$ cat config.mk
export PLATFORM = sky130hd
export DESIGN_NAME = sfc_front_flat
export DESIGN_NICKNAME = d
export VERILOG_FILES = /design/src/sv/sfc_pkg.sv /design/src/sv/sfc_if.sv /design/src/sv/sfc_front.sv /design/src/flat_wrapper.sv
export SDC_FILE = /design/constraint.sdc
export NUM_CORES = 1
export LEC_CHECK = 0
export BUFFER_PORTS_ARGS = -buffer_cell sky130_fd_sc_hd__clkbuf_2
export CORE_ASPECT_RATIO = 1.25
export CORE_MARGIN = 1
export CORE_UTILIZATION = 39
export DETAILED_ROUTE_END_ITERATION = 8
export PLACE_DENSITY = 0.68
export SLEW_MARGIN = 20
export SYNTH_ARGS = -nofsm -noshare
export SYNTH_HDL_FRONTEND = slang
export SYNTH_SLANG_ARGS = --single-unit
$ cat constraint.sdc
create_clock -name clock -period 17.75 [get_ports clock]
set_input_delay 3.55 -clock clock [delete_from_list [all_inputs] [get_ports clock]]
set_output_delay 3.55 -clock clock [all_outputs]
set_load 0.01 [all_outputs]
$ cat src/sv/sfc_pkg.sv
// Shared types, constants and key functions for the curve sort.
package sfc_pkg;

   localparam int MaxTrisDefault = 64;
   localparam int FractionBitsDefault = 12;
   localparam int CoordWidth = 32;
   localparam int SumWidth = CoordWidth + 2;
   localparam int KeyWidth = 48;
   localparam int IndexWidth = 6;
   localparam int QueueDepth = 2;

   typedef struct packed {
      logic signed [CoordWidth-1:0] v0x;
      logic signed [CoordWidth-1:0] v0y;
      logic signed [CoordWidth-1:0] v0z;
      logic signed [SumWidth-1:0]   sx;
      logic signed [SumWidth-1:0]   sy;
      logic signed [SumWidth-1:0]   sz;
      logic                         last;
   } tri_entry_type;

   typedef struct packed {
      logic [IndexWidth-1:0] index;
      logic [KeyWidth-1:0]   key_high;
      logic [KeyWidth-1:0]   key_low;
      logic                  run_end;
   } result_type;

   function automatic logic [KeyWidth-1:0] spread3(input logic [15:0] v);
      logic [KeyWidth-1:0] r;
      r = KeyWidth'(v);
      r = (r | (r << 16)) & 48'h0000ff0000ff;
      r = (r | (r << 8)) & 48'h00f00f00f00f;
      r = (r | (r << 4)) & 48'h0c30c30c30c3;
      r = (r | (r << 2)) & 48'h249249249249;
      return r;
   endfunction

   function automatic logic [KeyWidth-1:0] curve_code(input logic [15:0] x,
      input logic [15:0] y, input logic [15:0] z, input logic mode);
      logic [KeyWidth-1:0] c;
      c = spread3(x) | (spread3(y) << 1) | (spread3(z) << 2);
      if (!mode) begin
         c = c ^ (c >> 32);
         c = c ^ (c >> 16);
         c = c ^ (c >> 8);
         c = c ^ (c >> 4);
         c = c ^ (c >> 2);
         c = c ^ (c >> 1);
      end
      return c;
   endfunction

endpackage

$ cat src/sv/sfc_if.sv
// Valid/ready channel interfaces for the curve sort.
interface sfc_req_if;
   logic                                 valid;
   logic                                 ready;
   logic signed [sfc_pkg::CoordWidth-1:0] v0_x, v0_y, v0_z;
   logic signed [sfc_pkg::CoordWidth-1:0] v1_x, v1_y, v1_z;
   logic signed [sfc_pkg::CoordWidth-1:0] v2_x, v2_y, v2_z;
   logic                                 final_triangle;
   modport source(output valid, v0_x, v0_y, v0_z, v1_x, v1_y, v1_z,
                  v2_x, v2_y, v2_z, final_triangle, input ready);
   modport sink(input valid, v0_x, v0_y, v0_z, v1_x, v1_y, v1_z,
                v2_x, v2_y, v2_z, final_triangle, output ready);
   modport monitor(input valid, ready, v0_x, v0_y, v0_z, v1_x, v1_y, v1_z,
                   v2_x, v2_y, v2_z, final_triangle);
endinterface


$ cat src/sv/sfc_front.sv
// Front end: sum the three vertices of each request and queue it.
module sfc_front (
   input  logic                   clock,
   input  logic                   reset,
   sfc_req_if.sink                req,
   output sfc_pkg::tri_entry_type q_data,
   output logic                   q_valid,
   input  logic                   q_pop
);
   import sfc_pkg::*;

   localparam int PtrWidth = $clog2(QueueDepth);

   tri_entry_type               mem_ff [QueueDepth];
   logic [PtrWidth-1:0]         wr_ff, wr_in, rd_ff, rd_in;
   logic [PtrWidth:0]           cnt_ff, cnt_in;
   tri_entry_type               ent;
   logic                        push;

   // Keep the first vertex for the minimum seed; add the vertices per axis.
   always_comb begin
      ent.v0x = req.v0_x; ent.v0y = req.v0_y; ent.v0z = req.v0_z;
      ent.sx = SumWidth'(req.v0_x) + SumWidth'(req.v1_x) + SumWidth'(req.v2_x);
      ent.sy = SumWidth'(req.v0_y) + SumWidth'(req.v1_y) + SumWidth'(req.v2_y);
      ent.sz = SumWidth'(req.v0_z) + SumWidth'(req.v1_z) + SumWidth'(req.v2_z);
      ent.last = req.final_triangle;
   end

   assign req.ready = (cnt_ff != (PtrWidth+1)'(QueueDepth));
   assign push = req.valid && req.ready;
   assign q_valid = (cnt_ff != '0);
   assign q_data = mem_ff[rd_ff];

   always_comb begin
      wr_in = push ? wr_ff + 1'b1 : wr_ff;
      rd_in = q_pop ? rd_ff + 1'b1 : rd_ff;
      cnt_in = cnt_ff + (PtrWidth+1)'(push) - (PtrWidth+1)'(q_pop);
   end

   always_ff @(posedge clock) begin
      if (reset) begin
         wr_ff <= '0; rd_ff <= '0; cnt_ff <= '0;
      end else begin
         wr_ff <= wr_in; rd_ff <= rd_in; cnt_ff <= cnt_in;
      end
   end

   always_ff @(posedge clock) begin
      if (push) begin
         mem_ff[wr_ff] <= ent;
      end
   end
endmodule

$ cat src/flat_wrapper.sv
// flat-port wrapper written by rule: the top's interface ports become plain ports
module sfc_front_flat import sfc_pkg::*;
  (clock, reset, q_data, q_valid, q_pop, req_valid, req_v0_x, req_v0_y, req_v0_z, req_v1_x, req_v1_y, req_v1_z, req_v2_x, req_v2_y, req_v2_z, req_final_triangle, req_ready);
  sfc_req_if req_i ();
  input  logic clock;
  input  logic reset;
  output sfc_pkg::tri_entry_type q_data;
  output logic q_valid;
  input  logic q_pop;
  input wire logic [$bits(req_i.valid)-1:0] req_valid;
  input wire logic [$bits(req_i.v0_x)-1:0] req_v0_x;
  input wire logic [$bits(req_i.v0_y)-1:0] req_v0_y;
  input wire logic [$bits(req_i.v0_z)-1:0] req_v0_z;
  input wire logic [$bits(req_i.v1_x)-1:0] req_v1_x;
  input wire logic [$bits(req_i.v1_y)-1:0] req_v1_y;
  input wire logic [$bits(req_i.v1_z)-1:0] req_v1_z;
  input wire logic [$bits(req_i.v2_x)-1:0] req_v2_x;
  input wire logic [$bits(req_i.v2_y)-1:0] req_v2_y;
  input wire logic [$bits(req_i.v2_z)-1:0] req_v2_z;
  input wire logic [$bits(req_i.final_triangle)-1:0] req_final_triangle;
  output wire logic [$bits(req_i.ready)-1:0] req_ready;
  assign req_i.valid = req_valid;
  assign req_i.v0_x = req_v0_x;
  assign req_i.v0_y = req_v0_y;
  assign req_i.v0_z = req_v0_z;
  assign req_i.v1_x = req_v1_x;
  assign req_i.v1_y = req_v1_y;
  assign req_i.v1_z = req_v1_z;
  assign req_i.v2_x = req_v2_x;
  assign req_i.v2_y = req_v2_y;
  assign req_i.v2_z = req_v2_z;
  assign req_i.final_triangle = req_final_triangle;
  assign req_ready = req_i.ready;
  sfc_front u_core (.clock(clock), .reset(reset), .req(req_i), .q_data(q_data), .q_valid(q_valid), .q_pop(q_pop));
endmodule
==> results of run 1 <==
[layout make-up]
type,instances,area share (%)
Sequential cell,403,46.87
Multi-Input combinational cell,920,34.02
Timing Repair Buffer,500,9.861
Clock buffer,48,4.257
Tap cell,672,3.269
Clock inverter,22,1.153
Inverter,39,0.5692
[critical path: cells and delay by family]
family	cells	cell delay [ps]
AOI/OAI and AO/OA	6	1770
xor gates and xnor gates	1	170
adders and majority gates	3	1290
buffers and inverters	1	100
and+or+nand+nor	2	300
[flip-flops by register name (all words and copies together) (netlist names), named ones only]
register       flops
u_core.rd_ff       1
u_core.cnt_ff      2
u_core.wr_ff       1
u_core.mem_ff    398
[layer usage]
layer	global-route usage [%]	wire [um]	vias up
li1	-	-	6320
met1	20.97	19980	6643
met2	32.95	26430	431
met3	4.553	3317	90
met4	6.914	1723	2
met5	0	12	-
[stage by stage]
stage	worst slack (ps)	cells	hold slack (ps)	utilization, %
floorplan	5100	1394	479.9	-
global placement	10440	2534	489.6	45.96
detailed placement	10380	2534	511.5	45.97
CTS	10840	2604	530.0	48.60
global route	10660	2604	555.4	48.60
finish	10840	2604	520.8	48.60
[cell usage in the layout, fill, tap and decap left out, drive strengths merged, types with 10 or more instances in the layout]
cell and count:
a21o 36, a21oi 89, a31oi 17, and3 12, clkbuf 541, clkinv 11
edfxtp 398, fa 99, ha 98, inv 41, mux2 199, nand2 61
nand3 12, nor2 45, nor2b 10, o21a 10, o21ai 40, o21bai 11
xnor2 58, xor2 34
[cell families (layout without fill, tap and decap cells)]
| kind of cell | count (synthesis) | after routing | synth area share (%) |
|---|---|---|---|
| multiplexers | 199 | 199 | 10.64 |
| XOR/XNOR | 92 | 92 | 3.827 |
| flip-flops | 403 | 403 | 57.24 |
| AO/OA/AOI/OAI | 248 | 248 | 7.648 |
| buffers and inverters | 71 | 609 | 1.266 |
| adder cells (fa/ha/maj) | 197 | 197 | 15.24 |
| AND/OR/NAND/NOR | 184 | 184 | 4.142 |
[power groups by stage]
stage,Clock (W),Combinational [W],Sequential (W)
floorplan,0,0.000659,0.00143
global placement,0,0.00103,0.00139
detailed placement,0,0.00105,0.00141
CTS,0.000935,0.00105,0.00139
global route,0.000964,0.00114,0.00140
finish,0.000910,0.00104,0.00139
[path summary, 6_finish.rpt]
kind,startpoint,to,slack (ps),cells after the start
worst max-delay path,req_v2_x[1],u_core.mem_ff[1][94],10840,13
worst min-delay path,u_core.rd_ff,register,520,2
worst max register to register,u_core.cnt_ff[0],u_core.mem_ff[0][67],14620,6
worst min register to register,u_core.rd_ff,register,520,2
==> impl_metrics.env, run 1 <==
export IMPL_status="finished, final reports clean"
export IMPL_switchingPower_w=0.001029
export IMPL_cts_max_level=2
export IMPL_dpl_cell_area_um2=24330
export IMPL_grt_pass1_wl_um=77370
export IMPL_synth_warnings=0
export IMPL_setup_violations=0
export IMPL_cts_hold_buf=0
export IMPL_start_util_pct=39.78
export IMPL_period_minus_slack_ps=6913
export IMPL_syn_area_per_cell_um2=15.10
export IMPL_clk_pin_slew_ps=60
export IMPL_clk_latency_ps=560
export IMPL_max_slew_margin_rel_pct=33.50
export IMPL_synth_top_area_cell="edfxtp_1"
export IMPL_path_cells="clkbuf_2 > fa_1 > ha_1 > fa_1 > a21o_1 > a221oi_1 > o21ai_1 > nand4_1 > nor2_1 > a21oi_1 > o221a_2 > o21ai_0 > xor2_1"
export IMPL_core_um2=52930
export IMPL_cts_root_buf="clkbuf_16"
export IMPL_critPathMaxStageDelay_ps=620
export IMPL_synth_cells=1394
export IMPL_finalClockSkew_ps=14.30
export IMPL_slowest_stage="a221oi_1"
export IMPL_fin_crit_sh_pct=38.94
export IMPL_maxSlewViolCount=0
export IMPL_leakage_nw=10.24
export IMPL_swShare_pct=30.86
export IMPL_vias_per_cell=5.179
export IMPL_power_density_nw_per_um2=129.7
export IMPL_nets=2397
export IMPL_gp_congestion=0.8574
export IMPL_max_freq_mhz=144.7
export IMPL_final_cell_area_um2=25720
export IMPL_synth_ff_latch_count=403
export IMPL_drc_errors=0
export IMPL_end_kind="register"
export IMPL_cts_setup_buffers=0
export IMPL_drt_iter0_drc=609
export IMPL_synth_async_reset_ratio_pct=0
export IMPL_post_synth_top_count_cell="edfxtp_1"
export IMPL_max_vdd_ir_drop_uv=96.93
export IMPL_p_comb_share_pct=31.2
export IMPL_crit_required_ps=18040
export IMPL_final_seq_area_um2=12060
export IMPL_overflow=0
export IMPL_synth_flop_cell="edfxtp_1"
export IMPL_synthTopCellsByArea="edfxtp_1 (57%), mux2_2 (11%), fa_1 (9.4%)"
export IMPL_syn_to_final_growth_pct=22.15
export IMPL_finalSetupTns_ps=0
export IMPL_drive_above_1_share_pct=40.17
export IMPL_antenna_found_initial=2
export IMPL_port_buffers=493
export IMPL_die_h_um=261.8
export IMPL_p_clk_share_pct=27.3
export IMPL_synth_top_area_share_pct=56.76
export IMPL_rsz0062_at_grt="no"
export IMPL_cp_common_cell="fa_1"
export IMPL_finalPower_w=0.003335
export IMPL_worstPathArrival_ps=7200
export IMPL_cp_max_fo=3
export IMPL_wire_per_inst_um=19.77
export IMPL_grt_pass1_vias=14207
export IMPL_ys_seq_area_share_pct=57.24
export IMPL_die_area_um2=54930
export IMPL_synth_top_cells_by_count="edfxtp_1 (398), mux2_2 (199), fa_1 (99)"
export IMPL_crit_type="in2reg"
export IMPL_synth_cell_types=59
export IMPL_finalHoldViolations=0
export IMPL_critPathLaunchType="input port"
export IMPL_tightest_slew_ps=997.5
export IMPL_dpl_hpwl_um=38200
export IMPL_cts_resized=0
export IMPL_holdCritPathClass="reg2reg"
export IMPL_internal_power_w=0.002306
export IMPL_netlist_area_um2=21060
export IMPL_num_rows=94
export IMPL_clockBufferDepth=3
export IMPL_clock_sinks=403
export IMPL_diodes=0
export IMPL_firstDrtPassIters=6
export IMPL_fillers=4626
export IMPL_track_usage_pct=18.31
export IMPL_routed_wl_um=51470
export IMPL_die_width_um=209.8
export IMPL_drv_cap=0
export IMPL_synth_fp_nets=1884
export IMPL_ant_nets=0
export IMPL_top_level_ports=494
export IMPL_numCtsBuffers=43
export IMPL_power_frac_seq_pct=41.5
export IMPL_via_count=13486
export IMPL_grt_max_degree=144
export IMPL_multi_input_area_um2=8750
export IMPL_cts_tree="built"
export IMPL_synth_edff_count=398
No activity file was read; power rests on OpenSTA's default activity.
==> run 2: changes to the inputs <==
--- a/config.mk
+++ b/config.mk
@@ -10,7 +10,7 @@
 export CORE_MARGIN = 1
 export CORE_UTILIZATION = 39
 export DETAILED_ROUTE_END_ITERATION = 8
-export PLACE_DENSITY = 0.68
+export PLACE_DENSITY = 0.7
 export SLEW_MARGIN = 20
 export SYNTH_ARGS = -nofsm -noshare
 export SYNTH_HDL_FRONTEND = slang
==> constraint.sdc (replaced) <==
create_clock -name clock -period 6.2 [get_ports clock]
set_input_delay 1.24 -clock clock [delete_from_list [all_inputs] [get_ports clock]]
set_output_delay 1.24 -clock clock [all_outputs]
set_load 0.01 [all_outputs]
==> impl_metrics.env, run 2 (synthesized netlist as in run 1, its figures left out) <==
export IMPL_status="finished, final reports clean"
export IMPL_top_level_ports=494
export IMPL_power_density_nw_per_um2=365.2
export IMPL_finalClockSkew_ps=22.07
export IMPL_maxSlewViolCount=0
export IMPL_end_kind="register"
export IMPL_grt_pass1_wl_um=76740
export IMPL_layout_commonest_cell="clkbuf_2"
export IMPL_num_rows=94
export IMPL_syn_to_final_growth_pct=21.92
export IMPL_wire_per_inst_um=19.43
export IMPL_numCtsBuffers=43
export IMPL_finalSetupTns_ps=0
export IMPL_cts_setup_buffers=0
export IMPL_clk_latency_ps=560
export IMPL_reg_top3="u_core.mem_ff: 398 flops, u_core.cnt_ff: 2 flops"
export IMPL_gp_congestion=0.8544
export IMPL_vias_per_cell=5.181
export IMPL_drv_cap=0
export IMPL_antenna_found_initial=0
export IMPL_rsz0062_at_grt="no"
export IMPL_cts_root_buf="clkbuf_16"
export IMPL_firstDrtPassIters=5
export IMPL_setup_violations=0
export IMPL_finalHoldViolations=0
export IMPL_cp_max_fo=3
export IMPL_overflow=0
export IMPL_layout_setup_ws_ps=1697
export IMPL_port_buffers=493
export IMPL_cp_num_buf_inv=3
export IMPL_fillers=4636
export IMPL_grt_pass1_vias=14175
export IMPL_top_register="u_core.mem_ff"
export IMPL_cts_resized=0
export IMPL_tightest_slew_ps=930.7
export IMPL_clockBufferDepth=3
export IMPL_die_area_um2=54930
export IMPL_crit_type="in2reg"
export IMPL_start_util_pct=39.78
export IMPL_fin_cells=2613
export IMPL_max_slew_margin_rel_pct=37.95
export IMPL_core_um2=52930
export IMPL_critPathLaunchType="input port"
export IMPL_path_delay_family="compound AO/OA/AOI/OAI gates"
export IMPL_cts_max_level=2
export IMPL_mostFrequentLayoutCells="clkbuf_2 (493), edfxtp_1 (398), mux2_2 (199), fa_1 (99), ha_1 (98)"
export IMPL_drc_errors=0
export IMPL_whs_ps=525.6
export IMPL_clk_pin_slew_ps=60
export IMPL_period_minus_slack_ps=4503
export IMPL_crit_required_ps=6500
export IMPL_dpl_worst_slack_ps=1105
export IMPL_leakage_nw=10.20
export IMPL_die_width_um=209.8
export IMPL_dpl_hpwl_um=37670
export IMPL_finalPower_w=0.009375
export IMPL_holdCritPathClass="reg2reg"
export IMPL_clock_sinks=403
export IMPL_track_usage_pct=18.02
export IMPL_cts_tree="built"
export IMPL_max_freq_mhz=222.1
export IMPL_ant_nets=0
export IMPL_via_count=13539
export IMPL_fin_crit_sh_pct=72.63
export IMPL_worstPathArrival_ps=4800
export IMPL_drive_above_1_share_pct=39.74
export IMPL_largest_register_ffs=398
export IMPL_cts_hold_buf=0
export IMPL_placed_cells=2534
export IMPL_die_h_um=261.8
export IMPL_slowest_stage="a311oi_1"
export IMPL_grt_max_degree=126
export IMPL_routed_wl_um=50760
export IMPL_max_vdd_ir_drop_uv=251.0
export IMPL_path_cells="clkbuf_2 > inv_1 > fa_1 > inv_1 > ha_1 > fa_1 > a21o_1 > a221oi_1 > o21ai_1 > nand4_1 > a311oi_1 > nand4_1 > a21oi_1 > a31oi_1 > o221a_2"
export IMPL_drt_iter0_drc=684
export IMPL_critPathMaxStageDelay_ps=550
export IMPL_nets=2397
[run 2: cell types whose count changed in the layout (fill, tap and decap cells not counted)]
cell | previous run | this run
clkinv_2 | 6 | 5
clkbuf_16 | 43 | 44
clkbuf_1 | 5 | 10
clkinv_1 | 4 | 12
buf_4 | 5 | 4
buf_12 | 1 | 3
clkinv_4 | 1 | 0
bufinv_16 | 7 | 2
buf_6 | 1 | 0
clkinv_8 | 0 | 1
diode_2 | 0 | 1
[run 2: stage by stage]
step | util, % | area [um2]
CTS | 48.50 | 25670
global route | 48.50 | 25670
detailed placement | 46.01 | 24350
finish | 48.50 | 25670
floorplan | - | 21060
global placement | 46.01 | 24350
[run 2: final timing paths]
check | start | endpoint | slack (ps) | cells past startpoint
max | req_v2_x[0] | u_core.mem_ff[1][102] | 1700 | 15
min | u_core.rd_ff | u_core.rd_ff | 530 | 2
max reg2reg | u_core.cnt_ff[0] | u_core.mem_ff[0][49] | 3880 | 5
min reg2reg | u_core.rd_ff | u_core.rd_ff | 530 | 2
[run 2: where the power goes]
group          internal, W  leakage (nW)  switching [W]
sequential         0.00384          3.75       0.000134
combinational      0.00121          5.81        0.00175
clock              0.00139         0.637        0.00106
total              0.00644          10.2        0.00294
[run 2: area by class of cell]
class	instances	area (um2)	share of cell area, %
Timing Repair Buffer	500	2557	9.963
Sequential cell	403	12060	46.96
Antenna cell	1	2.502	0.009748
Tap cell	672	840.8	3.275
Multi-Input combinational cell	920	8750	34.09
Inverter	39	146.4	0.5703
Clock buffer	54	1139	4.436
Clock inverter	24	178.9	0.6970
[run 2: worst register-to-register path: stages (launching register included)]
cell and delay [ps]:
dfxtp_1 320, inv_1 50, nand2_1 120, nand2_1 150, nor2_4 430, buf_4 760
[run 2: metal layers]
layer  track usage, %  vias to the layer above  part of all wire, %
met4            6.813                        0                  3.4
li1                 -                     6332                    -
met5                0                        -                    0
met3            4.685                       90                  7.3
met1            20.92                     6647                   39
met2            31.95                      470                   51
